--- config.mk ---
export PLATFORM = sky130hd
export DESIGN_NAME = point_pair_speed_estimator
export DESIGN_NICKNAME = d
export VERILOG_FILES = /design/src/design/ppse_pkg.sv /design/src/design/ppse_front.sv /design/src/design/ppse_queue.sv /design/src/design/ppse_back.sv /design/src/design/point_pair_speed_estimator.sv
export SDC_FILE = /design/constraint.sdc
export NUM_CORES = 2
export LEC_CHECK = 0
export ABC_AREA = 1
export BUFFER_PORTS_ARGS = -buffer_cell sky130_fd_sc_hd__clkbuf_2
export CORE_MARGIN = 5
export CORE_UTILIZATION = 58
export DETAILED_ROUTE_END_ITERATION = 10
export PLACE_DENSITY = 0.76
export SYNTH_ARGS = -nofsm -noshare
export SYNTH_HDL_FRONTEND = slang
export SYNTH_SLANG_ARGS = --single-unit
export TNS_END_PERCENT = 100
--- constraint.sdc ---
create_clock -name clk -period 12.1 [get_ports clk]
set_input_delay 1.21 -clock clk [delete_from_list [all_inputs] [get_ports clk]]
set_output_delay 1.21 -clock clk [all_outputs]
set_load 0.005 [all_outputs]
--- src/design/ppse_pkg.sv ---
`timescale 1ns / 1ps
package ppse_pkg;

  localparam int T_BITS      = 32;  // timestamp width
  localparam int DT_BITS     = 33;  // signed time difference
  localparam int SPEED_BITS  = 31;  // signed Q speed result
  localparam int OUT_W       = 64;  // result tdata, byte padded
  localparam int QUEUE_DEPTH = 2;   // jobs between front and back

  // queue status seen by both ends
  typedef struct packed {
    logic full;
    logic valid;
  } q_status_t;

  typedef enum logic [2:0] {
    B_IDLE,
    B_SQUARE,
    B_ROOT,
    B_DIVIDE,
    B_DONE
  } back_state_t;

endpackage

--- src/design/ppse_front.sv ---
`timescale 1ns / 1ps
module ppse_front #(
  parameter int POS_BITS = 20,
  parameter int JOB_W    = 3 * (POS_BITS + 1) + ppse_pkg::DT_BITS + ppse_pkg::T_BITS
) (
  input  logic                       clk,
  input  logic                       rst_n,
  input  logic                       in_valid,
  output logic                       in_ready,
  input  logic [POS_BITS-1:0]        pos_x,
  input  logic [POS_BITS-1:0]        pos_y,
  input  logic [POS_BITS-1:0]        pos_z,
  input  logic [ppse_pkg::T_BITS-1:0] sample_time,
  input  logic                       alive,
  input  logic                       preset,
  input  logic                       range_end,
  input  ppse_pkg::q_status_t        q_st,
  output logic                       push,
  output logic [JOB_W-1:0]           push_data
);

  localparam int DW = POS_BITS + 1;

  logic                        have_start_r, have_start_nxt;
  logic [POS_BITS-1:0]         start_x_r, start_y_r, start_z_r;
  logic [ppse_pkg::T_BITS-1:0] start_stamp_r;
  logic                        load_start;
  logic                        acc;
  logic [DW-1:0]               dx, dy, dz;
  logic [ppse_pkg::DT_BITS-1:0] dt;

  assign in_ready = !q_st.full;
  assign acc      = in_valid && in_ready;

  // sign-extended differences against the held start point
  assign dx = {pos_x[POS_BITS-1], pos_x} - {start_x_r[POS_BITS-1], start_x_r};
  assign dy = {pos_y[POS_BITS-1], pos_y} - {start_y_r[POS_BITS-1], start_y_r};
  assign dz = {pos_z[POS_BITS-1], pos_z} - {start_z_r[POS_BITS-1], start_z_r};
  assign dt = {1'b0, sample_time} - {1'b0, start_stamp_r};

  assign push      = acc && alive && have_start_r;
  assign push_data = {start_stamp_r, dt, dz, dy, dx};

  always_comb begin
    have_start_nxt = have_start_r;
    load_start     = 1'b0;
    if (acc) begin
      if (!alive) begin
        if (range_end) begin
          have_start_nxt = 1'b0;
        end
      end else if (range_end || preset) begin
        have_start_nxt = 1'b0;
      end else begin
        have_start_nxt = 1'b1;
        load_start     = 1'b1;
      end
    end
  end

  always_ff @(posedge clk) begin
    if (!rst_n) begin
      have_start_r <= 1'b0;
    end else begin
      have_start_r <= have_start_nxt;
    end
  end

  // start point is only read while have_start_r is set
  always_ff @(posedge clk) begin
    if (load_start) begin
      start_x_r     <= pos_x;
      start_y_r     <= pos_y;
      start_z_r     <= pos_z;
      start_stamp_r <= sample_time;
    end
  end

endmodule

--- src/design/ppse_queue.sv ---
`timescale 1ns / 1ps
module ppse_queue #(
  parameter int WIDTH = 8
) (
  input  logic                clk,
  input  logic                rst_n,
  input  logic                push,
  input  logic [WIDTH-1:0]    push_data,
  input  logic                pop,
  output logic [WIDTH-1:0]    pop_data,
  output ppse_pkg::q_status_t st
);

  localparam int DEPTH = ppse_pkg::QUEUE_DEPTH;
  localparam int AW    = (DEPTH > 1) ? $clog2(DEPTH) : 1;
  localparam int CW    = $clog2(DEPTH + 1);

  logic [WIDTH-1:0] mem_r [DEPTH];
  logic [AW-1:0]    wr_ptr_r, wr_ptr_nxt;
  logic [AW-1:0]    rd_ptr_r, rd_ptr_nxt;
  logic [CW-1:0]    count_r, count_nxt;

  assign st.full   = (count_r == CW'(DEPTH));
  assign st.valid  = (count_r != '0);
  assign pop_data  = mem_r[rd_ptr_r];

  always_comb begin
    wr_ptr_nxt = wr_ptr_r;
    rd_ptr_nxt = rd_ptr_r;
    count_nxt  = count_r;
    if (push) begin
      wr_ptr_nxt = (wr_ptr_r == AW'(DEPTH - 1)) ? '0 : wr_ptr_r + 1'b1;
    end
    if (pop) begin
      rd_ptr_nxt = (rd_ptr_r == AW'(DEPTH - 1)) ? '0 : rd_ptr_r + 1'b1;
    end
    if (push && !pop) begin
      count_nxt = count_r + 1'b1;
    end else if (pop && !push) begin
      count_nxt = count_r - 1'b1;
    end
  end

  always_ff @(posedge clk) begin
    if (!rst_n) begin
      wr_ptr_r <= '0;
      rd_ptr_r <= '0;
      count_r  <= '0;
    end else begin
      wr_ptr_r <= wr_ptr_nxt;
      rd_ptr_r <= rd_ptr_nxt;
      count_r  <= count_nxt;
    end
  end

  always_ff @(posedge clk) begin
    if (push) begin
      mem_r[wr_ptr_r] <= push_data;
    end
  end

  a_no_overflow: assert property (@(posedge clk) disable iff (!rst_n)
    st.full && !pop |-> !push)
    else $error("queue written while full");

  a_no_underflow: assert property (@(posedge clk) disable iff (!rst_n)
    pop |-> st.valid)
    else $error("queue read while empty");

endmodule

--- src/design/ppse_back.sv ---
`timescale 1ns / 1ps
module ppse_back #(
  parameter int POS_BITS  = 20,
  parameter int FRAC_BITS = 8,
  parameter int JOB_W     = 3 * (POS_BITS + 1) + ppse_pkg::DT_BITS + ppse_pkg::T_BITS
) (
  input  logic                             clk,
  input  logic                             rst_n,
  input  ppse_pkg::q_status_t              q_st,
  input  logic [JOB_W-1:0]                 q_data,
  output logic                             q_pop,
  output logic                             out_valid,
  input  logic                             out_ready,
  output logic [ppse_pkg::SPEED_BITS-1:0]  out_speed,
  output logic [ppse_pkg::T_BITS-1:0]      out_time,
  output logic                             out_zero
);

  localparam int DW   = POS_BITS + 1;             // coordinate difference
  localparam int SQW  = 2 * POS_BITS;             // one squared term
  localparam int SW   = 2 * POS_BITS + 2;         // sum of three squares
  localparam int RW   = POS_BITS + 1 + FRAC_BITS; // root bits
  localparam int RWE  = RW + (RW % 2);            // rounded up to whole pairs
  localparam int RADW = 2 * RWE;                  // radicand bits
  localparam int RMW  = RWE + 3;                  // root remainder
  localparam int NSQ  = RWE / 2;                  // root steps, two bits each
  localparam int NDV  = RWE / 2;                  // divide steps, two bits each
  localparam int SQ_TERMS = 3;
  localparam int NMAX = (NSQ > SQ_TERMS + 1) ? NSQ : SQ_TERMS + 1;
  localparam int CW   = $clog2(NMAX + 1);
  localparam int QXW  = (RWE > ppse_pkg::SPEED_BITS) ? RWE : ppse_pkg::SPEED_BITS;
  localparam int DTB  = ppse_pkg::DT_BITS;
  localparam int TB   = ppse_pkg::T_BITS;
  localparam logic [ppse_pkg::SPEED_BITS-1:0] HALF_Q =
    ppse_pkg::SPEED_BITS'((64'd1 << FRAC_BITS) >> 1);

  ppse_pkg::back_state_t state_r, state_nxt;
  logic [CW-1:0]         cnt_r, cnt_nxt;
  logic                  out_valid_r, out_valid_nxt;
  logic                  load_out;

  logic signed [DW-1:0]  dx_r, dx_nxt, dy_r, dy_nxt, dz_r, dz_nxt;
  logic [TB-1:0]         time_r, time_nxt;
  logic [TB-1:0]         dmag_r, dmag_nxt;
  logic                  neg_r, neg_nxt, zero_r, zero_nxt;
  logic [SQW-1:0]        sq_r, sq_nxt;
  logic [SW-1:0]         sum_r, sum_nxt;
  logic [RADW-1:0]       rad_r, rad_nxt;
  logic [RWE-1:0]        root_r, root_nxt;
  logic [RMW-1:0]        srem_r, srem_nxt;
  logic [RWE-1:0]        dvd_r, dvd_nxt;
  logic [TB-1:0]         drem_r, drem_nxt;
  logic [ppse_pkg::SPEED_BITS-1:0] out_speed_r, out_speed_nxt;
  logic [TB-1:0]         out_time_r, out_time_nxt;
  logic                  out_zero_r, out_zero_nxt;

  logic [DTB-1:0]        job_dt;

  assign job_dt    = q_data[3*DW +: DTB];
  assign out_valid = out_valid_r;
  assign out_speed = out_speed_r;
  assign out_time  = out_time_r;
  assign out_zero  = out_zero_r;

  always_comb begin
    logic signed [DW-1:0]    op_v;
    logic signed [2*DW-1:0]  prod_v;
    logic [RADW-1:0]         rad_v;
    logic [RWE-1:0]          root_v;
    logic [RMW-1:0]          rem_v;
    logic [RMW-1:0]          trial_v;
    logic [RWE-1:0]          dvd_v;
    logic [TB:0]             dr_v;
    logic [TB-1:0]           drem_v;
    logic [DTB-1:0]          dtabs_v;
    logic [QXW-1:0]          qx_v;

    state_nxt     = state_r;
    cnt_nxt       = cnt_r;
    q_pop         = 1'b0;
    load_out      = 1'b0;
    dx_nxt        = dx_r;
    dy_nxt        = dy_r;
    dz_nxt        = dz_r;
    time_nxt      = time_r;
    dmag_nxt      = dmag_r;
    neg_nxt       = neg_r;
    zero_nxt      = zero_r;
    sq_nxt        = sq_r;
    sum_nxt       = sum_r;
    rad_nxt       = rad_r;
    root_nxt      = root_r;
    srem_nxt      = srem_r;
    dvd_nxt       = dvd_r;
    drem_nxt      = drem_r;
    out_speed_nxt = out_speed_r;
    out_time_nxt  = out_time_r;
    out_zero_nxt  = out_zero_r;

    op_v    = dx_r;
    prod_v  = '0;
    rad_v   = rad_r;
    root_v  = root_r;
    rem_v   = srem_r;
    trial_v = '0;
    dvd_v   = dvd_r;
    dr_v    = '0;
    drem_v  = drem_r;
    dtabs_v = job_dt[DTB-1] ? -job_dt : job_dt;
    qx_v    = QXW'(dvd_r);

    case (state_r)
      ppse_pkg::B_IDLE: begin
        if (q_st.valid) begin
          q_pop     = 1'b1;
          dx_nxt    = q_data[0 +: DW];
          dy_nxt    = q_data[DW +: DW];
          dz_nxt    = q_data[2*DW +: DW];
          time_nxt  = q_data[3*DW + DTB +: TB];
          dmag_nxt  = dtabs_v[TB-1:0];
          neg_nxt   = job_dt[DTB-1];
          zero_nxt  = (job_dt == '0);
          sum_nxt   = '0;
          cnt_nxt   = '0;
          state_nxt = ppse_pkg::B_SQUARE;
        end
      end
      ppse_pkg::B_SQUARE: begin
        // one shared multiplier; the sum adds the registered product in the next cycle
        case (cnt_r)
          CW'(0):  op_v = dx_r;
          CW'(1):  op_v = dy_r;
          default: op_v = dz_r;
        endcase
        prod_v = op_v * op_v;
        sq_nxt = prod_v[SQW-1:0];
        if (cnt_r != '0) begin
          sum_nxt = sum_r + SW'(sq_r);
        end
        if (cnt_r == CW'(SQ_TERMS)) begin
          rad_nxt   = RADW'(sum_r + SW'(sq_r)) << (2 * FRAC_BITS);
          root_nxt  = '0;
          srem_nxt  = '0;
          cnt_nxt   = '0;
          state_nxt = ppse_pkg::B_ROOT;
        end else begin
          cnt_nxt = cnt_r + 1'b1;
        end
      end
      ppse_pkg::B_ROOT: begin
        // digit-by-digit root, two result bits per cycle
        for (int i = 0; i < 2; i++) begin
          rem_v   = {rem_v[RMW-3:0], rad_v[RADW-1 -: 2]};
          rad_v   = rad_v << 2;
          trial_v = {1'b0, root_v, 2'b01};
          if (rem_v >= trial_v) begin
            rem_v  = rem_v - trial_v;
            root_v = {root_v[RWE-2:0], 1'b1};
          end else begin
            root_v = {root_v[RWE-2:0], 1'b0};
          end
        end
        rad_nxt  = rad_v;
        root_nxt = root_v;
        srem_nxt = rem_v;
        if (cnt_r == CW'(NSQ - 1)) begin
          dvd_nxt   = root_v;
          drem_nxt  = '0;
          cnt_nxt   = '0;
          state_nxt = ppse_pkg::B_DIVIDE;
        end else begin
          cnt_nxt = cnt_r + 1'b1;
        end
      end
      ppse_pkg::B_DIVIDE: begin
        // restoring divide, quotient shifts into the dividend register
        for (int i = 0; i < 2; i++) begin
          dr_v  = {drem_v, dvd_v[RWE-1]};
          dvd_v = dvd_v << 1;
          if (dr_v >= {1'b0, dmag_r}) begin
            dr_v     = dr_v - {1'b0, dmag_r};
            dvd_v[0] = 1'b1;
          end
          drem_v = dr_v[TB-1:0];
        end
        dvd_nxt  = dvd_v;
        drem_nxt = drem_v;
        if (cnt_r == CW'(NDV - 1)) begin
          cnt_nxt   = '0;
          state_nxt = ppse_pkg::B_DONE;
        end else begin
          cnt_nxt = cnt_r + 1'b1;
        end
      end
      ppse_pkg::B_DONE: begin
        if (neg_r) begin
          qx_v = -qx_v;
        end
        if (!out_valid_r || out_ready) begin
          load_out      = 1'b1;
          out_speed_nxt = zero_r ? HALF_Q : qx_v[ppse_pkg::SPEED_BITS-1:0];
          out_time_nxt  = time_r;
          out_zero_nxt  = zero_r;
          state_nxt     = ppse_pkg::B_IDLE;
        end
      end
      default: begin
        state_nxt = ppse_pkg::B_IDLE;
      end
    endcase

    out_valid_nxt = (out_valid_r && !out_ready) || load_out;
  end

  always_ff @(posedge clk) begin
    if (!rst_n) begin
      state_r     <= ppse_pkg::B_IDLE;
      cnt_r       <= '0;
      out_valid_r <= 1'b0;
    end else begin
      state_r     <= state_nxt;
      cnt_r       <= cnt_nxt;
      out_valid_r <= out_valid_nxt;
    end
  end

  always_ff @(posedge clk) begin
    dx_r        <= dx_nxt;
    dy_r        <= dy_nxt;
    dz_r        <= dz_nxt;
    time_r      <= time_nxt;
    dmag_r      <= dmag_nxt;
    neg_r       <= neg_nxt;
    zero_r      <= zero_nxt;
    sq_r        <= sq_nxt;
    sum_r       <= sum_nxt;
    rad_r       <= rad_nxt;
    root_r      <= root_nxt;
    srem_r      <= srem_nxt;
    dvd_r       <= dvd_nxt;
    drem_r      <= drem_nxt;
    out_speed_r <= out_speed_nxt;
    out_time_r  <= out_time_nxt;
    out_zero_r  <= out_zero_nxt;
  end

  a_pop_idle: assert property (@(posedge clk) disable iff (!rst_n)
    q_pop |-> (state_r == ppse_pkg::B_IDLE) && q_st.valid)
    else $error("job taken while back end busy");

  a_root_rem: assert property (@(posedge clk) disable iff (!rst_n)
    state_r == ppse_pkg::B_ROOT |-> srem_r <= RMW'({root_r, 1'b0}))
    else $error("root remainder out of range");

  a_div_rem: assert property (@(posedge clk) disable iff (!rst_n)
    (state_r == ppse_pkg::B_DIVIDE) && (dmag_r != '0) |-> drem_r < dmag_r)
    else $error("divide remainder out of range");

  a_quot_bound: assert property (@(posedge clk) disable iff (!rst_n)
    (state_r == ppse_pkg::B_DONE) && !zero_r |-> dvd_r <= root_r)
    else $error("quotient exceeds distance");

endmodule

--- src/design/point_pair_speed_estimator.sv ---
`timescale 1ns / 1ps
// Path: an alive sample that pairs with a held start becomes a job in the queue; the back
//   end squares, roots and divides it and registers the result word for out_tvalid.
// Sharing: paired samples are worked one job at a time by the shared square,
//   root (two bits a cycle) and divide (two bits a cycle) unit; other samples wait only for queue room.
// Reset: rst_n synchronous, active low; drops the held start point, clears job queue and output valid.
module point_pair_speed_estimator #(
  parameter int POS_BITS  = 20,  // position width, 8 to 24
  parameter int FRAC_BITS = 8    // speed fraction bits, 0 to 16
) (
  input  logic                                  clk,
  input  logic                                  rst_n,
  // input words
  input  logic                                  in_tvalid,
  output logic                                  in_tready,
  // pos_x, pos_y, pos_z (POS_BITS each), sample_time (32), zero pad
  input  logic [((3*POS_BITS+ppse_pkg::T_BITS+7)/8)*8-1:0] in_tdata,
  // alive, preset
  input  logic [1:0]                            in_tuser,
  // range_end
  input  logic                                  in_tlast,
  // result words
  output logic                                  out_tvalid,
  input  logic                                  out_tready,
  // speed_q8 (31), start_time (32), zero pad
  output logic [ppse_pkg::OUT_W-1:0]            out_tdata,
  // zero_interval
  output logic                                  out_tuser
);

  localparam int DW    = POS_BITS + 1;
  localparam int JOB_W = 3 * DW + ppse_pkg::DT_BITS + ppse_pkg::T_BITS;
  localparam int TB    = ppse_pkg::T_BITS;
  localparam int SB    = ppse_pkg::SPEED_BITS;

  ppse_pkg::q_status_t     q_st;
  logic                    push, pop;
  logic [JOB_W-1:0]        push_data, pop_data;
  logic [SB-1:0]           speed;
  logic [TB-1:0]           stime;

  // Front: holds the start point, turns each pairing into a job of
  // differences (dx, dy, dz, dt) plus the start timestamp.
  ppse_front #(
    .POS_BITS (POS_BITS),
    .JOB_W    (JOB_W)
  ) u_front (
    .clk         (clk),
    .rst_n       (rst_n),
    .in_valid    (in_tvalid),
    .in_ready    (in_tready),
    .pos_x       (in_tdata[POS_BITS-1:0]),
    .pos_y       (in_tdata[2*POS_BITS-1:POS_BITS]),
    .pos_z       (in_tdata[3*POS_BITS-1:2*POS_BITS]),
    .sample_time (in_tdata[3*POS_BITS+TB-1:3*POS_BITS]),
    .alive       (in_tuser[0]),
    .preset      (in_tuser[1]),
    .range_end   (in_tlast),
    .q_st        (q_st),
    .push        (push),
    .push_data   (push_data)
  );

  // Short job queue: the front keeps taking words while the back works, until the queue is full.
  ppse_queue #(
    .WIDTH (JOB_W)
  ) u_queue (
    .clk       (clk),
    .rst_n     (rst_n),
    .push      (push),
    .push_data (push_data),
    .pop       (pop),
    .pop_data  (pop_data),
    .st        (q_st)
  );

  // Back: sum of squares, fixed-point root, signed divide, output register.
  ppse_back #(
    .POS_BITS  (POS_BITS),
    .FRAC_BITS (FRAC_BITS),
    .JOB_W     (JOB_W)
  ) u_back (
    .clk       (clk),
    .rst_n     (rst_n),
    .q_st      (q_st),
    .q_data    (pop_data),
    .q_pop     (pop),
    .out_valid (out_tvalid),
    .out_ready (out_tready),
    .out_speed (speed),
    .out_time  (stime),
    .out_zero  (out_tuser)
  );

  assign out_tdata = {{(ppse_pkg::OUT_W - SB - TB){1'b0}}, stime, speed};

endmodule

## Word level (Yosys, flattened, before mapping)

Memory sizes are Yosys's and may differ from the RTL's. A register that Yosys moved wholly into a read port is not among the register bits.
Cells that the tools add are included.

| storage, ports and cells | value |
|---|---|
| bits in writable memories | 256 |
| latch bits | 0 |
| logic and storage cells | 157 |
| output and inout port bits | 67 |
| memory bits (read-only) | 0 |
| bits in registers | 563 |
| memories kept | 1 |

Memories:

| name | words | bits a word | read ports | clocked after memory_dff | wr ports | line | source |
|---|---|---|---|---|---|---|---|
| u_queue.mem_r | 2 | 128 | 1 | 1 | 1 | ppse_queue.sv:18 | `logic [WIDTH-1:0] mem_r [DEPTH];` |

| operators by class | value |
|---|---|
| div/mod/pow operators | 0 |
| reduce and logical (&&, ||, !) cells | 35 |
| shifts and indexed selects | 0 |
| add/sub/neg operators | 17 |
| multipliers | 1 |
| bitwise logic cells | 1 |
| order comparisons | 4 |
| eq/ne operators | 14 |
| muxes and demuxes | 55 |

Operator list:

| kind | number |
|---|---|
| $mux W32 | 5 |
| $ge A33 B32 Y1 | 4 |
| $mux W31 | 4 |
| $mux W30 | 4 |
| $pmux W30 S2 | 2 |
| $pmux W60 S2 | 1 |
| $mux W42 | 2 |
| $pmux W42 S2 | 1 |
| $pmux W32 S2 | 1 |
| $sub A32 B32 Y32 | 2 |
| $sub A20 B20 Y21 | 3 |
| $pmux W31 S2 | 1 |
| $sub A31 B31 Y31 | 2 |
| $mux W60 | 1 |
| $add A42 B40 Y43 | 1 |
| $add A42 B40 Y42 | 1 |
| $pmux W21 S2 | 1 |
| $mul A21 B21 Y40 | 1 |
| $logic_not A33 Y1 | 1 |
| $sub A32 B32 Y33 | 1 |
| $neg A32 Y32 | 1 |
| $neg A30 Y31 | 1 |
| $mux W21 | 1 |
| $mux W1 | 19 |
| 31 further kinds | 66 |

## Depth between registers and ports, before layout

| logic depth | value |
|---|---|
| depth after elaboration | 9 |
| gate-level depth with buffers | 40 |
| mapped depth without buffers | 38 |

## Hierarchy

From an unflattened synthesis, not the netlist that was laid out.

| unflattened totals | value |
|---|---|
| cells, all modules | 6531 |
| area total of the unflattened synthesis | 60614.4 µm² |

Modules (own cells, without submodules):

| module | area an instance (µm²) | instances | cells an instance |
|---|---|---|---|
| ppse_back | 41892.7 | 1 | 4719 |
| ppse_queue | 9534.1 | 1 | 433 |
| ppse_front | 9176.3 | 1 | 1377 |
| point_pair_speed_estimator | 11.3 | 1 | 2 |

## Least setup slack after synthesis

OpenSTA, ideal clock, no wires.

| timing | value |
|---|---|
| kind | register to register |
| from | register u_back.state_r[0] |
| to | register u_back.rad_r[16], enable pin |
| stages on the path, launching flop included | 5 |
| clock period less this slack | 12.452 ns |
| slack | -0.352 ns |
| arrival time | 11.738 ns |
| library setup time | 0.713 ns |
| cell sequence | dfxtp_1 > inv_1 > nor3_1 > clkinv_1 > o21ai_0 |

| on the way | value |
|---|---|
| longest elaborated chain between the ends | 3 |

RTL lines:

| item | line | source |
|---|---|---|
| start, declared | ppse_back.sv:37 | `ppse_pkg::back_state_t state_r, state_nxt;` |
| start signal, assigned | ppse_back.sv:217 | `state_r <= ppse_pkg::B_IDLE;` |
| start signal, assigned | ppse_back.sv:221 | `state_r <= state_nxt;` |
| $eq A3 B1 Y1 or $eq A3 B2 Y1 (tied branches) | ppse_back.sv:112 | `case (state_r)` |
| $ne A2 B1 Y1 (no line) or $reduce_bool A2 Y1 (tied branches) | -- |  |
| $reduce_and A2 Y1 (no line) * | -- |  |
| end signal, assigned | ppse_back.sv:237 | `rad_r <= rad_nxt;` |
| end, declared | ppse_back.sv:48 | `logic [RADW-1:0] rad_r, rad_nxt;` |

Mark *: on every way between the ends. The rest lies on a longest branch, timed or not.
A chain may end at the register's enable or synchronous reset.

## Final worst setup path

| timing | value |
|---|---|
| from | register u_back.cnt_r[1] |
| to | register u_back.sq_r[32] (data pin) |

| on the way | value |
|---|---|
| longest elaborated chain between the ends | 4 |

RTL lines:

| item | line | source |
|---|---|---|
| start, declared | ppse_back.sv:38 | `logic [CW-1:0] cnt_r, cnt_nxt;` |
| start signal, assigned | ppse_back.sv:222 | `cnt_r <= cnt_nxt;` |
| $eq A4 B1 Y1 or $logic_not A4 Y1 (tied branches) | ppse_back.sv:130 | `case (cnt_r)` |
| $pmux W21 S2 * | ppse_back.sv:130 |  |
| $mux W21 * | ppse_back.sv:112 |  |
| $mul A21 B21 Y40 * | ppse_back.sv:135 | `prod_v = op_v * op_v;` |
| end signal, assigned | ppse_back.sv:235 | `sq_r <= sq_nxt;` |
| end, declared | ppse_back.sv:46 | `logic [SQW-1:0] sq_r, sq_nxt;` |

Mark *: on every way between the ends. The rest lies on a longest branch, timed or not. The select of a mux whose other input is x is not followed.

==> impl_metrics.csv <==
group,metric,value,unit
setup_path,arrival,9.99,ns
layout,fill_cells,7955,
timing,finalMaxSlewViolations,0,
layout,seq_area,23980,µm²
layout,layout.nets,7241,
synthesis,synth_edf_count,789,
timing,finalHoldViolCount,0,
cts,clockBufferDepth,3,
detailed_routing,dr.first_iter.drc_count,3712,
cts,postCtsHoldBufs,0,
setup_path,crit_required,12.51,ns
global_route,grtUsageMet2,44.42,%
cts,h-tree-depth,3,
global_route,grt_pass1_vias,43300,
min_path,min_to,"u_back.out_time[4]",
setup_path,worstReg2RegStart,"u_back.cnt_r[1]",
placed_design,placed_cell_area,60750,µm²
setup_path,critPathLaunchType,"register",
timing,fin_tns_setup,0,ns
timing,setup_viol,0,
synthesis,ys_seq_elements,803,
layout,final_cell_mix,"inv_1 (1110), nand2_1 (1108), edfxtp_1 (789)",
timing,fin_crit_sh,79.20,%
synthesis,syn_area_per_cell,9.460,µm²
floorplanning,die_h,327.3,µm
detailed_routing,via_per_inst,5.554,
min_path,min_path_cells,0,
synthesis,syn_nets,7070,
detailed_routing,drc,0,
layout,area_delta_synth_final,8.763,%
layout,layout_commonest_cell,"inv_1",
setup_path,ff2ff_path_depth,30,
detailed_routing,wl_per_cell,18.09,µm
detailed_routing,drt-total-wl,139600,µm
detailed_routing,ant_nets,0,
timing,worst-slew-pin-transition,1.135,ns
setup_path,reg2reg_to,"u_back.sq_r[32]",
detailed_routing,firstDrtPassIters,6,
min_path,hp-class,"reg -> reg",
timing,rsz0062_at_grt,"false",
cts,clk_pin_slew_worst_paths,0.06,ns
timing,fin_skew,0.04408,ns
synthesis,async_reset_ff_share,0,%
synthesis,synth_seq_area_share,41.05,%
floorplanning,core,100000,µm²
detailed_routing,vias,42850,
floorplanning,dieArea,107100,µm²
timing,whs,0.4076,ns
synthesis,synth_ff_type,"edfxtp_1",
placed_design,place_inst,7554,
global_route,busiest_layer,"met2",
placed_design,hpwl,106400,µm
global_route,grt_pass1_wl,224700,µm
cts,cts_root_buf,"clkbuf_16",
synthesis,yosys_warnings,0,
setup_path,cpMostUsedCell,"fa_1",
global_route,grt_antenna_before_repair,6,
timing,period_minus_slack,9.583,ns
floorplanning,top_level_ports,170,
placed_design,io_buffers,164,
setup_path,rrSetupSlack,2.52,ns
layout,stdcell_area,63520,µm²
synthesis,ys_types,66,
layout,fin_cells,7715,
global_route,grtUsageMet3,3.613,%
timing,max_freq,0.1044,GHz
outcome,status,"finished, final reports clean",
global_route,grt_max_degree,97,
setup_path,critPathKind,"reg -> reg",
global_route,grt_use_met1,34.72,%
setup_path,critPathCaptureType,"register",
min_path,min_from,"u_back.time_r[4]",
setup_path,path_max_fanout,22,
floorplanning,initial_utilization,58.40,%
timing,slew_headroom,24.34,%
global_route,grt_overflow_total,0,
setup_path,cp_slowest_stage_delay,0.78,ns
cts,ctsResizeCount,0,
synthesis,syn_inst,6173,
synthesis,netlist_area,58400,µm²
cts,cts_buffers,86,
global_route,groute.usage.overall,26.11,%
layout,multi_input_comb_area,29730,µm²
floorplanning,row_count,116,
layout,layout-drive-gt1-share,6.644,%
placed_design,gp_congestion,0.9723,
flow_run,maxCapViolations,0,
setup_path,crit_slowest_cell,"a21oi_1",
cts,cts_setup_buffers,0,
cts,cts_tree,"yes",
floorplanning,die_w,327.3,µm
cts,cts_sinks,803,
cts,clock_latency,0.68,ns
==> metrics by stage <==
step                      setup WS (ns)  utilization (%)
after floorplan                   2.474                -
after global placement            2.804            60.75
after detailed placement          2.604            60.75
after CTS                         2.612            63.50
after global routing              2.004            63.51
final                             2.517            63.52
==> Yosys cell counts, types with 5 or more instances <==
| library cell | n | area share, % |
|---|---|---|
| nor2_2 | 7 | 0.075 |
| nand2_1 | 1108 | 7.1 |
| edfxtp_1 | 789 | 41 |
| a31o_2 | 6 | 0.090 |
| xnor2_1 | 129 | 1.9 |
| nand3_1 | 105 | 0.90 |
| inv_1 | 1110 | 7.1 |
| ha_1 | 382 | 8.2 |
| inv_2 | 11 | 0.071 |
| o221ai_1 | 7 | 0.10 |
| o21bai_1 | 21 | 0.27 |
| nor3_1 | 55 | 0.47 |
| and3_1 | 6 | 0.064 |
| a21boi_0 | 12 | 0.15 |
| a21o_1 | 29 | 0.37 |
| o21ai_1 | 62 | 0.53 |
| buf_6 | 5 | 0.096 |
| o21a_1 | 21 | 0.27 |
| mux2i_1 | 10 | 0.17 |
| o211ai_1 | 12 | 0.15 |
| a21oi_1 | 390 | 3.3 |
| buf_2 | 17 | 0.15 |
| dfxtp_1 | 14 | 0.48 |
| buf_4 | 6 | 0.077 |
| a22o_1 | 19 | 0.28 |
| a221oi_1 | 6 | 0.090 |
| or2_2 | 23 | 0.25 |
| a211oi_1 | 8 | 0.10 |
| clkbuf_1 | 95 | 0.61 |
| o21ai_0 | 328 | 2.8 |
| nor4_1 | 21 | 0.22 |
| o31ai_1 | 7 | 0.090 |
| xor2_1 | 182 | 2.7 |
| nor3_2 | 6 | 0.10 |
| nand4_1 | 77 | 0.82 |
| nor2_1 | 552 | 3.5 |
| nand3b_1 | 12 | 0.15 |
| fa_1 | 412 | 14 |
| clkinv_1 | 10 | 0.064 |
| nand2_2 | 9 | 0.096 |
| a31oi_1 | 51 | 0.55 |
==> routing by layer <==
metal  routed length, µm  part of all wire [%]  up-vias
li1                    -                     -    20580
met1               58110                    42    20510
met2               67600                    48     1464
met3                8739                   6.3      297
met4                5125                   3.7        2
met5                  13                0.0093        -
==> critical path: cells and delay by family, from the launching register on <==
family | cells | cell delay [ns]
and+or+nand+nor | 9 | 1.46
xor gates and xnor gates | 1 | 0.06
adders and majority gates | 9 | 4.20
buffers and inverters | 7 | 1.75
DFF | 1 | 0.36
AOI/OAI and AO/OA | 4 | 1.48
==> worst max-delay path by stage <==
stage | startpoint | endpoint | slack [ns]
finish | u_back.cnt_r[1] | u_back.sq_r[32] | 2.52
detailed placement | u_back.cnt_r[1] | u_back.sq_r[36] | 2.60
global route | u_back.cnt_r[1] | u_back.sq_r[36] | 2.00
floorplan | u_back.state_r[0] | u_back.rad_r[16] | 2.47
CTS | u_back.cnt_r[1] | u_back.sq_r[36] | 2.61
global placement | u_back.cnt_r[1] | u_back.sq_r[32] | 2.80
==> registers in the layout, indices dropped and copies added (netlist names), 30 cells and up, named ones only <==
| signal | flops |
|---|---|
| u_back.out_speed | 31 |
| u_back.dmag_r | 32 |
| u_back.sq_r | 39 |
| u_back.dvd_r | 30 |
| u_front.start_stamp_r | 32 |
| u_back.root_r | 30 |
| u_back.drem_r | 32 |
| u_back.rad_r | 44 |
| u_queue.mem_r | 256 |
| u_back.srem_r | 31 |
| u_back.sum_r | 42 |
| u_back.out_time | 32 |
| u_back.time_r | 32 |
==> cell type report <==
type	count	share of cell area, %
clock inverter	46	0.7407
timing repair buffer	210	1.836
clock buffer	110	3.595
inverter	1132	6.696
tap	1298	2.557
multi-input combinational	4111	46.81
antenna	5	0.01970
sequential	803	37.75
==> logic make-up after synthesis <==
family	synth area share, %
XOR/XNOR	4.664
buffers and inverters	8.236
AO/OA/AOI/OAI	9.474
flip-flops	41.05
AND/OR/NAND/NOR	14.09
adder cells (fa/ha/maj)	22.31
other	0.006421
multiplexers	0.1714
Power is not shown: default switching activity piles up to over one toggle a cycle in this logic, so the estimate is an artifact.
